`src/rtl/ftr_pkg.sv`:
```
// ----------------------------------------------------------------------------
// ftr_pkg
// Shared types and codes of the framed transfer receiver.
// ----------------------------------------------------------------------------
`default_nettype none

package ftr_pkg;

  localparam int FrameBytesDefault = 128;

  // result queue between parser and emitter
  localparam int QDepth = 4;
  localparam int QIdxW  = $clog2(QDepth);
  localparam int QCntW  = $clog2(QDepth + 1);

  // input commands
  localparam logic [1:0] CMD_BYTE = 2'd0;
  localparam logic [1:0] CMD_NEW  = 2'd1;
  localparam logic [1:0] CMD_FAIL = 2'd2;

  // result destinations
  localparam logic [1:0] DEST_ACK    = 2'd0;
  localparam logic [1:0] DEST_CMD    = 2'd1;
  localparam logic [1:0] DEST_DATA   = 2'd2;
  localparam logic [1:0] DEST_STATUS = 2'd3;

  // session status
  localparam logic [1:0] ST_RUN  = 2'd0;
  localparam logic [1:0] ST_DONE = 2'd1;
  localparam logic [1:0] ST_ERR  = 2'd2;

  // frame types and emitted codes
  localparam logic [7:0] TYPE_START = 8'hA0;
  localparam logic [7:0] TYPE_DATA  = 8'hA1;
  localparam logic [7:0] TYPE_MID   = 8'hA2;
  localparam logic [7:0] TYPE_END   = 8'hA3;
  localparam logic [7:0] CODE_START = 8'hA5;
  localparam logic [7:0] CODE_MID   = 8'hA7;
  localparam logic [7:0] CODE_END   = 8'hA8;

  typedef enum logic [6:0] {
    PH_TYPE    = 7'b0000001,
    PH_START   = 7'b0000010,
    PH_LEN_HI  = 7'b0000100,
    PH_LEN_LO  = 7'b0001000,
    PH_PAYLOAD = 7'b0010000,
    PH_MID     = 7'b0100000,
    PH_END     = 7'b1000000
  } phase_t;

  typedef struct packed {
    logic [1:0] cmd;
    logic [7:0] byte_in;
  } ftr_in_t;

  typedef struct packed {
    logic [1:0] dest;
    logic [7:0] byte_value;
    logic [1:0] status;
    logic       last;
  } ftr_out_t;

  // all results caused by one input item
  typedef struct packed {
    logic     two;
    ftr_out_t first;
    ftr_out_t second;
  } ftr_entry_t;

endpackage

`default_nettype wire

```
`src/rtl/ftr_parse.sv`:
```
// ----------------------------------------------------------------------------
// ftr_parse
// Front end: parses one stream byte per cycle while accept is high and builds its result entry.
// ----------------------------------------------------------------------------
`default_nettype none

module ftr_parse #(
  parameter int FRAME_BYTES = ftr_pkg::FrameBytesDefault
) (
  input  wire logic               clk,
  input  wire logic               rst,
  input  wire logic               accept,
  input  wire ftr_pkg::ftr_in_t   item,
  output logic                    ent_push,
  output ftr_pkg::ftr_entry_t     ent
);

  ftr_pkg::phase_t phase, phase_next;
  logic        started, started_next;
  logic [15:0] bytes_left, bytes_left_next;
  logic [31:0] field_shift, field_shift_next;
  logic [31:0] running_sum, running_sum_next;
  logic        fwd_en, fwd_en_next;
  logic [1:0]  sess, sess_next;

  logic [1:0]  nres;
  logic [1:0]  d0, d1;
  logic [7:0]  v0, v1;
  logic [7:0]  b;
  logic [15:0] len;
  logic [15:0] dec;
  logic [31:0] shifted;

  assign b       = item.byte_in;
  assign len     = {field_shift[7:0], b};
  assign dec     = bytes_left - 16'd1;
  assign shifted = {field_shift[23:0], b};

  always_comb begin
    phase_next       = phase;
    started_next     = started;
    bytes_left_next  = bytes_left;
    field_shift_next = field_shift;
    running_sum_next = running_sum;
    fwd_en_next      = fwd_en;
    sess_next        = sess;
    nres = 2'd0;
    d0 = ftr_pkg::DEST_STATUS;
    v0 = 8'h00;
    d1 = ftr_pkg::DEST_STATUS;
    v1 = 8'h00;
    if (item.cmd == ftr_pkg::CMD_NEW) begin
      phase_next       = ftr_pkg::PH_TYPE;
      started_next     = 1'b0;
      bytes_left_next  = '0;
      field_shift_next = '0;
      running_sum_next = '0;
      fwd_en_next      = 1'b0;
      sess_next        = ftr_pkg::ST_RUN;
    end else if (sess == ftr_pkg::ST_RUN) begin
      if (item.cmd == ftr_pkg::CMD_FAIL) begin
        sess_next = ftr_pkg::ST_ERR;
        nres      = 2'd1;
      end else if (item.cmd == ftr_pkg::CMD_BYTE) begin
        unique case (phase)
          ftr_pkg::PH_TYPE: begin
            if (b == ftr_pkg::TYPE_START) begin
              if (started) begin
                sess_next = ftr_pkg::ST_ERR;
                nres      = 2'd1;
              end else begin
                bytes_left_next = 16'd8;
                phase_next      = ftr_pkg::PH_START;
              end
            end else if (b == ftr_pkg::TYPE_DATA) begin
              phase_next = ftr_pkg::PH_LEN_HI;
            end else if (b == ftr_pkg::TYPE_MID) begin
              bytes_left_next = 16'd2;
              phase_next      = ftr_pkg::PH_MID;
            end else if (b == ftr_pkg::TYPE_END) begin
              bytes_left_next  = 16'd4;
              field_shift_next = '0;
              phase_next       = ftr_pkg::PH_END;
            end else begin
              sess_next = ftr_pkg::ST_ERR;
              nres      = 2'd1;
            end
          end
          ftr_pkg::PH_START: begin
            bytes_left_next = dec;
            if (dec == 16'd0) begin
              nres = 2'd2;
              d0 = ftr_pkg::DEST_CMD;
              v0 = ftr_pkg::CODE_START;
              d1 = ftr_pkg::DEST_ACK;
              v1 = ftr_pkg::TYPE_START;
              started_next = 1'b1;
              phase_next   = ftr_pkg::PH_TYPE;
            end
          end
          ftr_pkg::PH_LEN_HI: begin
            field_shift_next = {24'd0, b};
            phase_next       = ftr_pkg::PH_LEN_LO;
          end
          ftr_pkg::PH_LEN_LO: begin
            field_shift_next = {16'd0, len};
            if (len == 16'd0) begin
              phase_next = ftr_pkg::PH_TYPE;
            end else begin
              bytes_left_next = len;
              fwd_en_next     = ({1'b0, len} < 17'(FRAME_BYTES));
              nres = 2'd1;
              d0   = ftr_pkg::DEST_CMD;
              v0   = ftr_pkg::TYPE_DATA;
              phase_next = ftr_pkg::PH_PAYLOAD;
            end
          end
          ftr_pkg::PH_PAYLOAD: begin
            running_sum_next = running_sum + {24'd0, b};
            if (fwd_en) begin
              nres = 2'd1;
              d0   = ftr_pkg::DEST_DATA;
              v0   = b;
            end
            bytes_left_next = dec;
            if (dec == 16'd0) phase_next = ftr_pkg::PH_TYPE;
          end
          ftr_pkg::PH_MID: begin
            bytes_left_next = dec;
            if (dec == 16'd0) begin
              nres = 2'd2;
              d0 = ftr_pkg::DEST_ACK;
              v0 = ftr_pkg::TYPE_MID;
              d1 = ftr_pkg::DEST_CMD;
              v1 = ftr_pkg::CODE_MID;
              started_next = 1'b1;
              phase_next   = ftr_pkg::PH_TYPE;
            end
          end
          ftr_pkg::PH_END: begin
            field_shift_next = shifted;
            bytes_left_next  = dec;
            if (dec == 16'd0) begin
              phase_next = ftr_pkg::PH_TYPE;
              if (shifted != running_sum) begin
                sess_next = ftr_pkg::ST_ERR;
                nres      = 2'd1;
              end else begin
                nres = 2'd2;
                d0 = ftr_pkg::DEST_CMD;
                v0 = ftr_pkg::CODE_END;
                d1 = ftr_pkg::DEST_ACK;
                v1 = ftr_pkg::TYPE_END;
                sess_next = ftr_pkg::ST_DONE;
              end
            end
          end
          default: phase_next = ftr_pkg::PH_TYPE;
        endcase
      end
    end
  end

  always_comb begin
    ent.two               = (nres == 2'd2);
    ent.first.dest        = d0;
    ent.first.byte_value  = v0;
    ent.first.status      = sess_next;
    ent.first.last        = (nres != 2'd2);
    ent.second.dest       = d1;
    ent.second.byte_value = v1;
    ent.second.status     = sess_next;
    ent.second.last       = 1'b1;
  end

  assign ent_push = accept && (nres != 2'd0);

  always_ff @(posedge clk) begin
    if (rst) begin
      phase       <= ftr_pkg::PH_TYPE;
      started     <= 1'b0;
      bytes_left  <= '0;
      field_shift <= '0;
      running_sum <= '0;
      fwd_en      <= 1'b0;
      sess        <= ftr_pkg::ST_RUN;
    end else if (accept) begin
      phase       <= phase_next;
      started     <= started_next;
      bytes_left  <= bytes_left_next;
      field_shift <= field_shift_next;
      running_sum <= running_sum_next;
      fwd_en      <= fwd_en_next;
      sess        <= sess_next;
    end
  end

endmodule

`default_nettype wire

```
`src/rtl/ftr_fifo.sv`:
```
// ----------------------------------------------------------------------------
// ftr_fifo
// Short queue of result entries between parser and emitter.
// ----------------------------------------------------------------------------
`default_nettype none

module ftr_fifo (
  input  wire logic                clk,
  input  wire logic                rst,
  input  wire logic                wr_en,
  input  wire ftr_pkg::ftr_entry_t wr_data,
  input  wire logic                rd_en,
  output logic                     full,
  output logic                     valid,
  output ftr_pkg::ftr_entry_t      rd_data
);

  ftr_pkg::ftr_entry_t mem [ftr_pkg::QDepth];
  logic [ftr_pkg::QIdxW-1:0] wr_ptr, rd_ptr;
  logic [ftr_pkg::QCntW-1:0] count;
  logic do_wr, do_rd;

  assign full    = (count == ftr_pkg::QCntW'(ftr_pkg::QDepth));
  assign valid   = (count != '0);
  assign rd_data = mem[rd_ptr];
  assign do_wr   = wr_en && !full;
  assign do_rd   = rd_en && valid;

  always_ff @(posedge clk) begin
    if (do_wr) mem[wr_ptr] <= wr_data;
  end

  always_ff @(posedge clk) begin
    if (rst) begin
      wr_ptr <= '0;
      rd_ptr <= '0;
      count  <= '0;
    end else begin
      if (do_wr) wr_ptr <= wr_ptr + 1'b1;
      if (do_rd) rd_ptr <= rd_ptr + 1'b1;
      case ({do_wr, do_rd})
        2'b10:   count <= count + 1'b1;
        2'b01:   count <= count - 1'b1;
        default: count <= count;
      endcase
    end
  end

endmodule

`default_nettype wire

```
`src/rtl/ftr_emit.sv`:
```
// ----------------------------------------------------------------------------
// ftr_emit
// Back end: holds one entry and hands out its results one transfer at a time.
// ----------------------------------------------------------------------------
`default_nettype none

module ftr_emit (
  input  wire logic                clk,
  input  wire logic                rst,
  input  wire logic                q_valid,
  input  wire ftr_pkg::ftr_entry_t q_data,
  output logic                     q_pop,
  output logic                     empty,
  input  wire logic                pop,
  output ftr_pkg::ftr_out_t        result
);

  logic                have;
  logic                idx;
  ftr_pkg::ftr_entry_t ent;
  logic                taken;
  logic                release_ent;

  assign empty       = !have;
  assign result      = idx ? ent.second : ent.first;
  assign taken       = pop && have;
  assign release_ent = taken && (idx || !ent.two);
  assign q_pop       = q_valid && (!have || release_ent);

  always_ff @(posedge clk) begin
    if (q_pop) ent <= q_data;
  end

  always_ff @(posedge clk) begin
    if (rst) begin
      have <= 1'b0;
      idx  <= 1'b0;
    end else if (q_pop) begin
      have <= 1'b1;
      idx  <= 1'b0;
    end else if (release_ent) begin
      have <= 1'b0;
      idx  <= 1'b0;
    end else if (taken) begin
      // first of a pair went out
      idx <= 1'b1;
    end
  end

endmodule

`default_nettype wire

```
`src/rtl/framed_transfer_receiver.sv`:
```
// ----------------------------------------------------------------------------
// framed_transfer_receiver
// Typed-frame byte stream parser with host ack and downstream outputs.
// ----------------------------------------------------------------------------
// Input channel: drive item (cmd, byte_in) with push; a transfer happens when
// push is high and full is low. One item per cycle is taken while full stays low.
// Result channel: while empty is low, result holds the oldest result; it is
// taken when pop is high. An item yields zero, one or two results, the last
// one flagged by result.last.
// A result passes through the queue and then the emitter's entry register
// before it shows on the result port. Throughput: one item per cycle while
// full is low; results leave at one per cycle while pop is high, each result
// of a pair as its own transfer. A four-entry queue between the parser and
// the emitter absorbs bursts; full rises only when that queue is full.
// Reset (rst, synchronous) clears the parser, the queue and the output stage;
// cmd 1 on the input starts a new session and clears the parser only.
// ----------------------------------------------------------------------------
`default_nettype none

module framed_transfer_receiver #(
  parameter int FRAME_BYTES = ftr_pkg::FrameBytesDefault
) (
  input  wire logic              clk,
  input  wire logic              rst,
  input  wire logic              push,
  output logic                   full,
  input  wire ftr_pkg::ftr_in_t  item,
  output logic                   empty,
  input  wire logic              pop,
  output ftr_pkg::ftr_out_t      result
);

  logic                accept;
  logic                ent_push;
  ftr_pkg::ftr_entry_t ent;
  logic                q_valid;
  logic                q_pop;
  ftr_pkg::ftr_entry_t q_data;

  assign accept = push && !full;

  ftr_parse #(
    .FRAME_BYTES(FRAME_BYTES)
  ) u_parse (
    .clk     (clk),
    .rst     (rst),
    .accept  (accept),
    .item    (item),
    .ent_push(ent_push),
    .ent     (ent)
  );

  ftr_fifo u_fifo (
    .clk    (clk),
    .rst    (rst),
    .wr_en  (ent_push),
    .wr_data(ent),
    .rd_en  (q_pop),
    .full   (full),
    .valid  (q_valid),
    .rd_data(q_data)
  );

  ftr_emit u_emit (
    .clk    (clk),
    .rst    (rst),
    .q_valid(q_valid),
    .q_data (q_data),
    .q_pop  (q_pop),
    .empty  (empty),
    .pop    (pop),
    .result (result)
  );

endmodule

`default_nettype wire

```
`config.mk`:
```
export PLATFORM = sky130hd
export DESIGN_NAME = framed_transfer_receiver
export DESIGN_NICKNAME = d
export VERILOG_FILES = /design/src/rtl/ftr_pkg.sv /design/src/rtl/ftr_parse.sv /design/src/rtl/ftr_fifo.sv /design/src/rtl/ftr_emit.sv /design/src/rtl/framed_transfer_receiver.sv
export SDC_FILE = /design/constraint.sdc
export NUM_CORES = 1
export LEC_CHECK = 0
export ABC_AREA = 1
export BUFFER_PORTS_ARGS = -buffer_cell sky130_fd_sc_hd__buf_2
export CORE_ASPECT_RATIO = 0.9
export CORE_UTILIZATION = 65
export CTS_BUF_LIST = sky130_fd_sc_hd__clkbuf_4 sky130_fd_sc_hd__clkbuf_8
export DETAILED_ROUTE_END_ITERATION = 7
export HOLD_SLACK_MARGIN = 0.15
export PLACE_DENSITY = 0.83
export SYNTH_ARGS = -nofsm -noshare
export SYNTH_HDL_FRONTEND = slang
export SYNTH_SLANG_ARGS = --single-unit
```
`constraint.sdc`:
```
create_clock -name clk -period 5 [get_ports clk]
set_clock_uncertainty 0.2 [all_clocks]
set_input_delay 0.5 -clock clk [delete_from_list [all_inputs] [get_ports clk]]
set_output_delay 0.5 -clock clk [all_outputs]
set_load 0.05 [all_outputs]
```
---- Word-level counts from Yosys, hierarchy flattened ----
Memories as Yosys holds them, arrays and structs flattened. A register that Yosys moved wholly into a read port is not among the register bits.
Index checks and enable logic that the tools add are counted.
operators by class
  $add $sub $neg .......................... 6
  $lt $le $gt $ge ......................... 1
  equal/unequal tests ..................... 31
  mux-type cells .......................... 120
  reduce and logical (&&, ||, !) cells .... 37
operators by type and width
  kind                                                   count
  2-to-1 mux 24 bit                                      8
  2-to-1 mux 16 bit                                      10
  2-to-1 mux 32 bit                                      5
  2-to-1 mux 8 bit                                       18
  one-hot mux 24 bit (4 select lines)                    1
  2-to-1 mux 2 bit                                       36
  2-to-1 mux 7 bit                                       10
  one-hot mux 16 bit (3 select lines)                    1
  one-hot mux 8 bit (5 select lines)                     1
  adder 32 x 8 -> 32 bit                                 1
  equality test 8 bit, second input constant             4
  logical NOT 16 bit                                     2
  inequality test 32 bit                                 1
  one-hot mux 7 bit (4 select lines)                     1
  one-hot mux 8 bit (3 select lines)                     1
  2-to-1 mux 1 bit                                       21
  one-hot mux 2 bit (5 select lines)                     2
  AND reduction 9 bit                                    2
  nonzero test 2 bit                                     9
  < comparator 16 x 8 -> 1 bit, second input constant    1
  subtractor 16 x 1 -> 16 bit, second input constant     1
  2-to-1 mux 13 bit                                      1
  inequality test 3 x 2 -> 1 bit, second input constant  4
  AND reduction 6 bit                                    2
  other kinds (36)                                       52
word-level totals
  register bits ........................... 93
  RAM bits ................................ 104
  input bits .............................. 14
  output and inout bits ................... 15
  logic and storage cells ................. 209
  memories kept ........................... 1
memories
  name        depth  bits a word  rd ports  clocked after memory_dff  wr ports  RTL line        text
  u_fifo.mem  4      26           1         1                         1         ftr_fifo.sv:18  ftr_pkg::ftr_entry_t mem [ftr_pkg::QDepth];

---- Longest topological paths before layout ----
Gate-level depths: netlist of run 1.
  depth in word-level cells ............... 15
  gate-level depth with buffers ........... 23
  gate-level depth less buffers ........... 23

---- Modules after synthesis ----
A second synthesis of run 1 with hierarchy kept.
second synthesis, totals
  cell total of the unflattened synthesis .. 1270
  area, all modules ....................... 11456.0 um^2
by module, submodules not included
  module                    instances  cells an instance  area an instance (um^2)  sequential area each (um^2)
  ftr_parse                 1          855                5811.8                   1661.6
  ftr_fifo                  1          330                4550.6                   3423.3
  ftr_emit                  1          83                 1083.5                   850.8
  framed_transfer_receiver  1          2                  10.0                     0.0

---- Worst setup path before layout of run 1 ----
Ideal clock, no wire load.
  kind .................................... input to register
  from .................................... input item[3] in the netlist's numbering
  to ...................................... memory u_fifo.mem[0][10] in the netlist's numbering, enable pin
  setup time .............................. 395 ps
  data arrival time ....................... 2809 ps
  required time ........................... 4405 ps
  setup slack ............................. 1596 ps
  cell stages on the path ................. 12
  path buffers ............................ 0
  cells stage by stage .................... ha_1 -> inv_1 -> nand3_1 -> nor3_1 -> nand3_1 -> nor2_1 -> nor2_1 -> nor2_2 -> nand2_1 -> nand2_2 -> nand2_2 -> nor2_1
on the way
  longest elaborated chain between the ends .. 15
  elaborated cells on any way between the ends .. 23
  those cells by class .................... eq/ne: 5; mux: 14; reduce/logical: 4
ends and longest elaborated chain
  element                                   RTL line                        text
  from (decl)                               framed_transfer_receiver.sv:27  input wire ftr_pkg::ftr_in_t item,
  equality test 8 bit                       ftr_parse.sv:80                 end else if (b == ftr_pkg::TYPE_END) begin
  2-to-1 mux 1 bit                          ftr_parse.sv:80
  2-to-1 mux 2 bit                          ftr_parse.sv:77                 end else if (b == ftr_pkg::TYPE_MID) begin
  2-to-1 mux 2 bit                          ftr_parse.sv:75                 end else if (b == ftr_pkg::TYPE_DATA) begin
  2-to-1 mux 2 bit                          ftr_parse.sv:67                 if (b == ftr_pkg::TYPE_START) begin
  one-hot mux 2 bit (5 select lines) *      ftr_parse.sv:65                 unique case (phase)
  2-to-1 mux 2 bit *                        ftr_parse.sv:64                 end else if (item.cmd == ftr_pkg::CMD_BYTE) begin
  2-to-1 mux 2 bit *                        ftr_parse.sv:61                 if (item.cmd == ftr_pkg::CMD_FAIL) begin
  2-to-1 mux 2 bit *                        ftr_parse.sv:60                 end else if (sess == ftr_pkg::ST_RUN) begin
  2-to-1 mux 2 bit *                        ftr_parse.sv:52                 if (item.cmd == ftr_pkg::CMD_NEW) begin
  nonzero test 2 bit *                      ftr_parse.sv:176                assign ent_push = accept && (nres != 2'd0);
  logical AND 1 bit *                       ftr_parse.sv:176
  logical AND 1 bit *                       ftr_fifo.sv:26                  assign do_wr = wr_en && !full;
  2-to-1 mux 1 bit *                        ftr_fifo.sv:30                  if (do_wr) mem[wr_ptr] <= wr_data;
  2-to-1 mux 1 bit (not written as such) *  ftr_fifo.sv:30
  to (decl)                                 ftr_fifo.sv:18
Every way passes the cells marked *; elsewhere a longest branch is shown, timed or not.

---- Final worst setup path of run 1 ----
  from .................................... input item[6] in the netlist's numbering
  to ...................................... register u_fifo.count[2] in the netlist's numbering
on the way
  longest elaborated chain between the ends .. 15
  elaborated cells on any way between the ends .. 25
  those cells by class .................... eq/ne: 7; mux: 13; reduce/logical: 5
ends and longest elaborated chain
  element                                                                          RTL line          text
  equality test 8 bit                                                              ftr_parse.sv:80
  2-to-1 mux 1 bit                                                                 ftr_parse.sv:80
  2-to-1 mux 2 bit                                                                 ftr_parse.sv:77
  2-to-1 mux 2 bit                                                                 ftr_parse.sv:75
  2-to-1 mux 2 bit                                                                 ftr_parse.sv:67
  one-hot mux 2 bit (5 select lines) *                                             ftr_parse.sv:65
  2-to-1 mux 2 bit *                                                               ftr_parse.sv:64
  2-to-1 mux 2 bit *                                                               ftr_parse.sv:61
  2-to-1 mux 2 bit *                                                               ftr_parse.sv:60
  2-to-1 mux 2 bit *                                                               ftr_parse.sv:52
  nonzero test 2 bit *                                                             ftr_parse.sv:176
  logical AND 1 bit *                                                              ftr_parse.sv:176
  logical AND 1 bit *                                                              ftr_fifo.sv:26
  equality test 2 x 1 -> 1 bit / equality test 2 bit (equally long branches)       ftr_fifo.sv:41    case ({do_wr, do_rd})
  one-hot mux 3 bit (2 select lines) / nonzero test 2 bit (equally long branches)  --
  to (signal assigned)                                                             ftr_fifo.sv:42    2'b10: count <= count + 1'b1;
  to (signal assigned)                                                             ftr_fifo.sv:43    2'b01: count <= count - 1'b1;
  to (signal assigned)                                                             ftr_fifo.sv:44    default: count <= count;
  to (decl)                                                                        ftr_fifo.sv:20    logic [ftr_pkg::QCntW-1:0] count;
Marked as above.
A chain may end at the register's enable or synchronous reset.

==> results.env, run 1 <==
STATUS='complete, no violations'
YOSYS_REGISTER_BITS=187
UNREPAIRED_SETUP_ENDPOINTS_AFTER_GLOBAL_ROUTING='no'
CTS_TREE='built'
YOSYSWARNINGS=0
COREAREA_SQ_MM=0.0141
DIE-HEIGHT_MICRONS=116
COMB_POWER_SHARE_PCT=36.4
WORSTSKEWPAIRLATENCY_NS=0.48
SYNTH.LIB_CELLS_USED.DISTINCT=47
SLOWEST_STAGE_CELL_CRIT_PATH='dlygate4sd3_1'
ANTENNA_LEFT=0
CELL_TAKING_THE_MOST_AREA_AFTER_SYNTHESIS='edfxtp_1'
SWITCHING_POWER_mW=1.85
TIMING.SETUP.CRITICAL_PATH_CLASS='primary input to register'
TIMING_WORST_SLEW_PIN_VALUE_NS=1.06
DELAY_OF_THE_SLOWEST_CELL_ON_THE_WORST_PATH_NS=0.53
TRITONCTS.NUM_BUFFERS=17
START_UTIL_PCT=67.0
WL_PER_CELL_MICRONS=16.7
N_ANTENNA_CELL=0
HOLD_PATH_CLASS='primary input to register'
CRIT_PATH_MAX_FANOUT=5
SWITCHING_SHARE_PCT=40.7
MAIN_AREA_CONTRIBUTORS_AFTER_SYNTHESIS='edfxtp_1, dfxtp_1, nand2_1'
SLEW_VIOL_FINAL=0
DRT_FIRST_ITER_VIOLATIONS=788
WORST_PATH_CLK_SLEW_NS=0.09
PEAKVDDDROP_mV=0.459
DRC=0
ASYNCSETRESETFLOPFRACSYNTH_PCT=0
CTS.SINK_COUNT=187
SYN2LAYOUT_AREA_GROWTH_PCT=7.34
POST_SYNTHESIS_CELL_AREA_SQ_MM=0.00941
SYNTHESIS.AREA_PER_INSTANCE_SQ_UM=8.16
DETAILEDROUTE.FIRSTPASSITERATIONCOUNT=8
YS_SEQ_AREA_SHARE_PCT=49.9
MAX_FREQ_MHz=257
SEQPWRFRAC_PCT=43.4
FLOORPLAN.IO_PINS=29
YS.FLOP_TYPE='edfxtp_1'
LAYOUT_COMMONEST_CELL='nand2_1'
FINAL.SETUP.TNS_NS=0
PERIOD_SHARE_PCT=77.8
TOP_CELL_TYPE_S_SHARE_OF_SYNTHESIZED_AREA_PCT=30.3
PLACEMENTROWS=41
NUM-NETS-FINAL=1207
SYNTH_NETS=1184
FIN_HOLD_WS_NS=0.194
POWER.CLOCK.FRACTION_PCT=20.3
MAX-CLOCK-PATH-BUFFERS=2
GRT_MAX_DEGREE=47
WORSTPATHARRIVAL_NS=4.05
P_LEAK_nW=3.92
GLOBAL_ROUTE_WIRE_LENGTH_BEFORE_REPAIR_MICRONS=37000
VIAS_IN_THE_FIRST_GLOBAL_ROUTE=7442
LAYOUT.CELLS.MOST_COMMON_LIST='nand2_1, nor2_1, inv_1, edfxtp_1'
P_PER_AREA_mW_PER_MM2=451
SETUP.WORST_PATH.START_CLASS='primary input'
DIE_W_MICRONS=129
GP_CONGESTION=1.01
GRT_RESIDUAL_OVERFLOW=0
POWER.INTERNAL_mW=2.70
FINAL-SETUP-VIOL-COUNT=0
VIA_DENSITY=5.89
FINALCRITICALPERIOD_NS=3.89
DIE-AREA_SQ_MM=0.0150
CRIT_PATH_END_KIND='register'
SYNTH_ENABLE_FLOP_CELLS=95
H-TREE-DEPTH=4
CRIT_CHAIN='dlygate4sd3_1 -> buf_2 -> ha_1 -> nor2_1 -> nand2_1 -> nor3_1 -> nand3_1 -> nor2_1 -> nor2_1 -> nand3_1 -> nand3_1 -> nand2_1 -> nand2_2 -> nand2_2 -> ha_1 -> inv_1 -> fa_1 -> a21oi_1 -> o21ai_0 -> o21ai_0 -> a21oi_1'
ROUTE.FINAL.WIRE_LENGTH_MICRONS=23100
GRT_UTIL_ALL_LAYERS_PCT=32.6
CLOCKROOTBUFFER='clkbuf_8'
NUMBER_OF_PORT_BUFFERS=28
VIA_COUNT=8146
CTS.REPAIR_TIMING.SETUP_BUFFER_COUNT=0
DRIVE_ABOVE_1_SHARE_PCT=9.42
REQUIRED_TIME_AT_THE_ENDPOINT_OF_THE_CRITICAL_PATH_NS=5.16
TIMING.FINAL.HOLD_VIOLATIONS=0
INITIAL_ANTENNA_VIOLATION_COUNT=0
POST-DP-HPWL_MICRONS=16500
RELSLEWSLACK_PCT=29.1
NETLIST_INSTANCES=1153
MAXCAPVIOLATIONS=0
## routing by layer
layer  up-vias  GRT usage [%]  part of all wire, %
met1      3744           41.8                   42
met2       375           54.3                   47
met5         -              0                    0
met4         0           13.6                  3.1
met3        61           6.73                  7.7
li1       3966              -                    -
## area by class of cell
type,instances,area (sq um)
clock buffer,21,264
clock inverter,11,92.6
fill,1127,3950
inverter,143,539
multi-input combinational,786,4030
sequential,187,4690
tap,193,241
timing repair buffer,41,245
## worst max-delay path, delay by kind of cell
kind | cells | cell delay, ns
AO/OA/AOI/OAI | 4 | 0.48
adder cells (fa/ha/maj) | 3 | 0.95
buffers and inverters | 3 | 0.76
AND/OR/NAND/NOR | 11 | 1.38
## logic make-up (layout without fill, tap and decap cells)
| logic type | Yosys count | count (layout) | share of synthesized area, % |
|---|---|---|---|
| AND/OR/NAND/NOR | 483 | 483 | 22.4 |
| AO/OA/AOI/OAI | 263 | 263 | 15.8 |
| flip-flops | 187 | 187 | 49.9 |
| buffers and inverters | 180 | 216 | 7.35 |
| XOR/XNOR | 23 | 23 | 2.14 |
| adder cells (fa/ha/maj) | 17 | 17 | 2.42 |
## sequential cells by signal, indices dropped and copies added (netlist names)
signal,count
u_fifo.mem,76
u_parse.running_sum,32
u_parse.started,1
u_parse.bytes_left,16
u_parse.phase,7
u_parse.field_shift,24
u_emit.ent,19
u_parse.fwd_en,1
u_parse.sess,2
u_emit.have,1
u_fifo.wr_ptr,2
u_fifo.rd_ptr,2
u_emit.idx,1
u_fifo.count,3
## power by group through the flow
stage	clock network, mW	registers (mW)	logic, mW
6_report	0.922	1.97	1.66
2_1_floorplan	0	1.97	1.27
5_1_grt	0.981	2.00	1.85
4_1_cts	0.933	1.98	1.64
3_5_place_dp	0	2.01	1.64
3_3_place_gp	0	2.00	1.60
## per-stage QoR
stage	area [sq um]	util, %	instances	setup WS, ns	total power, mW
after floorplan	9410	-	1153	1.60	3.25
after global placement	9720	69.1	1347	1.27	3.61
after detailed placement	9720	69.1	1347	1.20	3.64
after CTS	10100	71.9	1382	1.20	4.55
after global routing	10100	71.9	1382	0.831	4.82
final	10100	71.9	1382	1.11	4.55
## path summary, 6_finish.rpt
path                                             from                                  end  cells past startpoint  slack, ns
setup / recovery                              item[6]         u_fifo.count[2]$_SDFFE_PP0P_                     21       1.11
hold / removal                                item[4]  u_parse.field_shift[4]$_SDFFE_PP0P_                      3       0.19
setup reg to reg   u_parse.bytes_left[0]$_SDFFE_PP0P_         u_fifo.count[2]$_SDFFE_PP0P_                     20       1.27
hold reg to reg   u_parse.running_sum[7]$_SDFFE_PP0P_  u_parse.running_sum[7]$_SDFFE_PP0P_                      2       0.28
## Yosys cell counts, types with 4 or more instances
master / count
nand2_1: 189
nor2_1: 168
inv_1: 120
edfxtp_1: 95
a21oi_1: 92
dfxtp_1: 92
o21ai_0: 77
nand3_1: 45
nor3_1: 34
clkbuf_1: 29
o22ai_1: 26
inv_2: 18
a31oi_1: 16
a211oi_1: 15
ha_1: 15
xor2_1: 14
nand4_1: 12
o21ai_1: 12
xnor2_1: 9
a32oi_1: 8
nor4_1: 7
buf_2: 5
nand2_2: 5
nor2_2: 5
or2_2: 5
clkinv_1: 4
o21a_1: 4
## repair_timing
action,CTS,global route
resized for setup,0,0
hold endpoints to repair,3,0
hold buffers,3,0
Note: power is estimated with default switching activity, not from simulation.
==> run 2: changes to the inputs <==
- clock period: 5 -> 4 ns (I/O delays scaled with it)
==> results.env, run 2 (synthesized netlist as in run 1, its figures left out) <==
STATUS='complete, no violations'
COREAREA_SQ_MM=0.0141
LARGEST_REGISTER_FFS=76
CRIT_CHAIN='dlygate4sd3_1 -> buf_2 -> ha_1 -> nor2_1 -> nand3_1 -> nor3_2 -> nand3_1 -> nor2_1 -> nor2_1 -> nand3_1 -> nand3_1 -> nand2_1 -> nand2_2 -> nand2_2 -> ha_1 -> inv_1 -> fa_1 -> a21oi_1 -> o21ai_1 -> o21ai_1 -> a21oi_1'
INITIAL_ANTENNA_VIOLATION_COUNT=0
LAYOUT.CELLS.MOST_COMMON_LIST='nand2_1, nor2_1, inv_1, edfxtp_1'
SLOWEST_STAGE_CELL_CRIT_PATH='dlygate4sd3_1'
ROUTE.FINAL.WIRE_LENGTH_MICRONS=23300
WORST_PATH_DOMINANT_CELL_FAMILY='simple AND/OR/NAND/NOR gates'
FILLCELLCOUNT=1092
START_UTIL_PCT=67.0
MULTI_INPUT_COMB_AREA_SQ_MM=0.00405
FINAL-SETUP-VIOL-COUNT=0
TIMING_WORST_SLEW_PIN_VALUE_NS=1.07
FIN_HOLD_WS_NS=0.180
AREA.SEQUENTIAL_SQ_MM=0.00469
BIGGEST_REGS='u_fifo.mem x76, u_parse.running_sum x32, u_parse.field_shift x24'
REQUIRED_TIME_AT_THE_ENDPOINT_OF_THE_CRITICAL_PATH_NS=4.16
VIAS_IN_THE_FIRST_GLOBAL_ROUTE=7637
DIE-HEIGHT_MICRONS=116
SWITCHING_POWER_mW=2.35
P_PER_AREA_mW_PER_MM2=566
MAX_FREQ_MHz=271
PEAKVDDDROP_mV=0.365
DIE_W_MICRONS=129
FINAL.SETUP.TNS_NS=0
WORST-PATH-BUF-INV=3
ANTENNA_LEFT=0
NUMBER_OF_PORT_BUFFERS=28
POWER.INTERNAL_mW=3.45
CRIT_PATH_MAX_FANOUT=7
CTS.SINK_COUNT=187
DIE-AREA_SQ_MM=0.0150
DRC=0
TIMING.SETUP.CRITICAL_PATH_CLASS='primary input to register'
FLOORPLAN.IO_PINS=29
SYN2LAYOUT_AREA_GROWTH_PCT=8.79
N_ANTENNA_CELL=0
WL_PER_CELL_MICRONS=16.8
UNREPAIRED_SETUP_ENDPOINTS_AFTER_GLOBAL_ROUTING='no'
WORST_PATH_CLK_SLEW_NS=0.10
GRT_MAX_DEGREE=46
P_LEAK_nW=3.98
CRITICAL_PATH_DEPTH=21
NUM-NETS-FINAL=1216
RELSLEWSLACK_PCT=28.6
SWITCHING_SHARE_PCT=40.5
VIA_COUNT=8301
TIMING.FINAL.HOLD_VIOLATIONS=0
DRT_FIRST_ITER_VIOLATIONS=946
FINALCRITICALPERIOD_NS=3.69
GLOBAL_ROUTE_WIRE_LENGTH_BEFORE_REPAIR_MICRONS=37000
MAX-CLOCK-PATH-BUFFERS=2
SLEW_VIOL_FINAL=0
LAYOUT_COMMONEST_CELL='nand2_1'
COMB_POWER_SHARE_PCT=35.9
H-TREE-DEPTH=4
SETUP.WORST_PATH.START_CLASS='primary input'
TRITONCTS.NUM_BUFFERS=17
GRT_UTIL_ALL_LAYERS_PCT=32.4
TIMING.HOLD.WORST_PATH_DEPTH=4
CTS_TREE='built'
POST-DP-HPWL_MICRONS=16400
POWER.CLOCK.FRACTION_PCT=21.6
POST-PLACE-WS_NS=0.277
CRIT_PATH_END_KIND='register'
WORST_PATH_MOST_REPEATED_CELL='nand3_1'
CTS.REPAIR_TIMING.SETUP_BUFFER_COUNT=0
DETAILEDROUTE.FIRSTPASSITERATIONCOUNT=5
WORSTSKEWPAIRLATENCY_NS=0.48
DELAY_OF_THE_SLOWEST_CELL_ON_THE_WORST_PATH_NS=0.53
FINAL.SETUP.WORST_SLACK_NS=0.309
DRIVE_ABOVE_1_SHARE_PCT=10.0
GP_CONGESTION=1.00
WORSTPATHARRIVAL_NS=3.85
R2R.WORST_PATH.CELLS=20
SEQPWRFRAC_PCT=42.5
PERIOD_SHARE_PCT=92.3
MAXCAPVIOLATIONS=0
LARGEST_REGISTER='u_fifo.mem'
HOLD_PATH_CLASS='primary input to register'
PLACEMENTROWS=41
CLOCKROOTBUFFER='clkbuf_8'
VIA_DENSITY=5.97
GRT_RESIDUAL_OVERFLOW=0
==> run 2: changes by cell type in the layout (fill, tap and decap cells not counted), sizes merged <==
cell,delta
inv,+5
buf,+3
dlygate4sd3,+6
clkinvlp,-2
clkinv,-2
bufinv,+1
clkbuf,-2
==> run 2: final timing paths <==
kind,start,endpoint,slack (ns)
max,item[0],u_fifo.count[2]$_SDFFE_PP0P_,0.31
max reg2reg,u_parse.bytes_left[0]$_SDFFE_PP0P_,u_fifo.count[2]$_SDFFE_PP0P_,0.42
min,item[9],u_parse.started$_SDFFE_PP0P_,0.18
min reg2reg,u_parse.running_sum[0]$_SDFFE_PP0P_,u_parse.running_sum[0]$_SDFFE_PP0P_,0.28
==> run 2: timing repair <==
action	CTS	global route
hold buffers	9	0
hold endpoints to repair	11	0
gates resized for setup	0	6
setup endpoints to repair	0	2
==> run 2: final cells by class <==
class | instances | share of cell area, %
timing repair buffer | 50 | 3.20
multi-input combinational | 786 | 39.5
clock buffer | 19 | 2.49
tap | 193 | 2.36
clock inverter | 13 | 1.32
inverter | 143 | 5.27
sequential | 187 | 45.8
==> run 2: layer usage <==
layer | wire [microns] | vias up | global-route usage, %
li1 | - | 3985 | -
met1 | 9700 | 3863 | 40.6
met2 | 11100 | 403 | 55.5
met3 | 2000 | 50 | 6.96
met4 | 523 | 0 | 12.2
met5 | 0 | - | 0
==> run 2: per-stage QoR <==
| step | utilization (%) | cell area, sq um | cells | power, mW |
|---|---|---|---|---|
| floorplan | - | 9410 | 1153 | 4.06 |
| global placement | 69.3 | 9740 | 1350 | 4.51 |
| detailed placement | 69.3 | 9740 | 1350 | 4.55 |
| CTS | 72.7 | 10200 | 1391 | 5.77 |
| global route | 72.9 | 10200 | 1391 | 6.14 |
| finish | 72.9 | 10200 | 1391 | 5.80 |
==> run 2: power by group through the flow <==
stage                     sequential (mW)  combinational, mW  clock (mW)
final                                2.46               2.08        1.25
after global routing                 2.49               2.32        1.33
after CTS                            2.46               2.06        1.26
after detailed placement             2.50               2.04           0
after global placement               2.50               2.01           0
after floorplan                      2.46               1.59           0
==> run 2: worst reg2reg max path, cell delays in order (launching register included) <==
cell     delay (ns)
dfxtp_1        0.33
inv_1          0.12
ha_1           0.26
inv_1          0.06
nor2_1         0.18
xor2_1         0.25
nor2_1         0.09
nand3_1        0.09
nor2_1         0.07
nand2_1        0.21
nor2_2         0.09
nand2_2        0.17
nand2_2        0.13
nand2_2        0.11
ha_1           0.15
inv_1          0.07
fa_1           0.44
a21oi_1        0.14
o21ai_1        0.10
o21ai_1        0.15
a21oi_1        0.06
==> run 3: changes to the inputs <==
- ABC_AREA: 1 -> default
==> results.env, run 3 <==
STATUS='complete, no violations'
YOSYSWARNINGS=0
POST_SYNTH_AND_OR_NAND_NOR_AREA_FRACTION_PCT=20.2
P_LEAK_nW=3.53
P_PER_AREA_mW_PER_MM2=440
SYNTH_NETS=944
GRT_UTIL_ALL_LAYERS_PCT=32.4
TIMING.SETUP.CRITICAL_PATH_CLASS='primary input to register'
LAYOUT_COMMONEST_CELL='edfxtp_1'
SYNTH_FA_HA_AREA_SHARE_PCT=2.44
DRT_FIRST_ITER_VIOLATIONS=891
FILLCELLCOUNT=963
LAYOUT.CELLS.MOST_COMMON_LIST='edfxtp_1, dfxtp_1, nor2_1, nand2_1, a21oi_1'
POST-ROUTE-UTIL_PCT=74.7
MAX-CLOCK-PATH-BUFFERS=2
FINAL-SETUP-VIOL-COUNT=0
MUX_CELL_AREA_SHARE_AFTER_SYNTHESIS_PCT=5.41
VIAS_IN_THE_FIRST_GLOBAL_ROUTE=6814
SYNTH.LIB_CELLS_USED.DISTINCT=76
FLOORPLAN.IO_PINS=29
TOP_CELL_TYPE_S_SHARE_OF_SYNTHESIZED_AREA_PCT=30.5
MAX_FREQ_MHz=256
GLOBAL_ROUTE_WIRE_LENGTH_BEFORE_REPAIR_MICRONS=36000
GP_CONGESTION=0.968
CLOCKROOTBUFFER='clkbuf_8'
SEQPWRFRAC_PCT=49.7
WORSTPATHARRIVAL_NS=4.12
PLACEMENTROWS=41
MAIN_AREA_CONTRIBUTORS_AFTER_SYNTHESIS='edfxtp_1, dfxtp_1, xnor2_1'
TRITONCTS.NUM_BUFFERS=17
BIGGEST_REGS='u_fifo.mem x76, u_parse.running_sum x32, u_parse.field_shift x24'
DRC=0
SWITCHING_SHARE_PCT=33.7
POWER.CLOCK.FRACTION_PCT=25.9
SLEW_VIOL_FINAL=0
SYNTH_ENABLE_FLOP_CELLS=95
TIMING.FINAL.HOLD_VIOLATIONS=0
SWITCHING_POWER_mW=1.55
DIE-AREA_SQ_MM=0.0149
SYNTH_COMPOUND_AREA_SHARE_PCT=12.8
SETUP.WORST_PATH.START_CLASS='primary input'
POWER.INTERNAL_mW=3.05
NETLIST_INSTANCES=913
ROUTE.FINAL.WIRE_LENGTH_MICRONS=23400
COMB_POWER_SHARE_PCT=24.5
LARGEST_REGISTER='u_fifo.mem'
N_ANTENNA_CELL=0
REGTOREGENDPOINT='u_fifo.count[2]$_SDFFE_PP0P_'
SETUP.WORST_PATH.END='u_fifo.count[2]$_SDFFE_PP0P_'
LARGEST_REGISTER_FFS=76
DIE-HEIGHT_MICRONS=116
PERIOD_SHARE_PCT=97.8
WL_PER_CELL_MICRONS=20.2
MAXCAPVIOLATIONS=0
REQUIRED_TIME_AT_THE_ENDPOINT_OF_THE_CRITICAL_PATH_NS=4.21
REPORT.POWER.TOTAL_mW=4.60
POST-DP-HPWL_MICRONS=15800
GRT_MAX_DEGREE=66
SYN2LAYOUT_AREA_GROWTH_PCT=11.9
ANTENNA_LEFT=0
YS_SEQ_AREA_SHARE_PCT=50.2
PEAKVDDDROP_mV=0.298
SYNTH_COMMON_CELLS='edfxtp_1, dfxtp_1, nor2_1'
NUM-NETS-FINAL=984
WORSTSKEWPAIRLATENCY_NS=0.48
WORST_PATH_CLK_SLEW_NS=0.10
HOLD_PATH_CLASS='primary input to register'
SYNTHESIS.AREA_PER_INSTANCE_SQ_UM=10.2
RELSLEWSLACK_PCT=22.2
CTS.SINK_COUNT=187
YOSYS_REGISTER_BITS=187
INITIAL_ANTENNA_VIOLATION_COUNT=1
GRT_RESIDUAL_OVERFLOW=0
ASYNCSETRESETFLOPFRACSYNTH_PCT=0
CRIT_PATH_MAX_FANOUT=8
R2R_SLACK_NS=0.19
FINALCRITICALPERIOD_NS=3.91
YOSYS.CELL_COUNT.TOP_TYPE='edfxtp_1'
YS.FLOP_TYPE='edfxtp_1'
H-TREE-DEPTH=4
R2R.WORST_PATH.CELLS=15
DRIVE_ABOVE_1_SHARE_PCT=16.1
CTS_TREE='built'
CRIT_PATH_END_KIND='register'
NUMBER_OF_PORT_BUFFERS=28
VIA_DENSITY=6.53
FINAL.SETUP.TNS_NS=0
DETAILEDROUTE.FIRSTPASSITERATIONCOUNT=7
TIMING_WORST_SLEW_PIN_VALUE_NS=1.15
COREAREA_SQ_MM=0.0140
SYNTH_TOP_FAMILY_BY_AREA='simple AND/OR/NAND/NOR gates'
VIA_COUNT=7573
START_UTIL_PCT=66.7
CELL_TAKING_THE_MOST_AREA_AFTER_SYNTHESIS='edfxtp_1'
POST_SYNTHESIS_CELL_AREA_SQ_MM=0.00935
SETUP.WORST_PATH.START='item[3]'
FIN_HOLD_WS_NS=0.217
DIE_W_MICRONS=128
RR_STARTPOINT='u_parse.bytes_left[1]$_SDFFE_PP0P_'
SYNTH_XOR_XNOR_AREA_SHARE_PCT=5.34
## run 3: cell types whose count changed in the layout (fill, tap and decap cells not counted), moves of 18 or more
cell	delta
nor2_1	-91
inv_1	-90
mux4_2	+19
a21oi_1	-22
o21ai_0	-55
xnor2_1	+44
inv_2	-18
o22ai_1	-25
nand2_1	-115
buf_4	+19
## run 3: power by group through the flow
stage / registers (mW) / clock network [mW] / logic [mW]
floorplan: 2.28 / 0 / 0.842
global placement: 2.32 / 0 / 1.06
detailed placement: 2.33 / 0 / 1.09
CTS: 2.28 / 1.20 / 1.10
global route: 2.30 / 1.27 / 1.21
finish: 2.28 / 1.19 / 1.12
## run 3: kinds of logic (layout without fill, tap and decap cells)
kind of cell / after synthesis / after routing
AO/OA/AOI/OAI: 191 / 191
AND/OR/NAND/NOR: 351 / 351
buffers and inverters: 84 / 137
multiplexers: 26 / 26
adder cells (fa/ha/maj): 17 / 17
flip-flops: 187 / 187
XOR/XNOR: 57 / 57
## run 3: layout make-up
class                      instances  area (sq um)  area share [%]
multi-input combinational        642          4460            42.7
clock buffer                      18           241            2.31
inverter                          30           113            1.08
clock inverter                    14           129            1.23
timing repair buffer              75           573            5.48
sequential                       187          4690            44.9
tap                              193           241            2.31
## run 3: what timing repair did
action | in CTS | in global routing
resized for setup | 0 | 22
setup endpoints to repair | 0 | 2
endpoints found under the hold margin | 12 | 0
buffers inserted | 0 | 3
hold buffers | 11 | 0
## run 3: worst min-delay path by stage
stage | startpoint | to | slack (ns) | cells past startpoint
after floorplan | u_parse.field_shift[23]$_SDFFE_PP0P_ | u_parse.field_shift[23]$_SDFFE_PP0P_ | 0.24 | 2
after global placement | u_parse.field_shift[16]$_SDFFE_PP0P_ | u_parse.field_shift[16]$_SDFFE_PP0P_ | 0.25 | 2
after detailed placement | u_parse.field_shift[16]$_SDFFE_PP0P_ | u_parse.field_shift[16]$_SDFFE_PP0P_ | 0.26 | 2
after CTS | item[2] | u_parse.field_shift[2]$_SDFFE_PP0P_ | 0.17 | 4
after global routing | item[2] | u_parse.field_shift[2]$_SDFFE_PP0P_ | 0.22 | 4
final | item[2] | u_parse.field_shift[2]$_SDFFE_PP0P_ | 0.22 | 4
## run 3: critical path: stages
cell and delay, ns:
dlygate4sd3_1 0.53, buf_2 0.26, ha_4 0.26, nor4_2 0.25, nand2_1 0.19, or3_4 0.41
o21ai_2 0.17, o41ai_2 0.10, a21o_1 0.21, inv_1 0.06, ha_1 0.17, inv_1 0.07
fa_1 0.43, xor2_1 0.15, or3_1 0.30, a21oi_1 0.15
## run 3: metal layers
metal,up-vias,track usage [%],wire (microns)
met1,3630,46.9,10100
met4,0,11.2,586
li1,3475,-,-
met2,413,48.0,10600
met3,55,7.57,2170
met5,-,0,0
## run 3: metrics by stage
step | cell area (sq um) | setup WS, ns | std cells
after floorplan | 9350 | 0.0833 | 913
after global placement | 9830 | 0.202 | 1113
after detailed placement | 9830 | 0.153 | 1113
after CTS | 10300 | 0.121 | 1156
after global routing | 10500 | -0.0585 | 1159
final | 10500 | 0.0892 | 1159
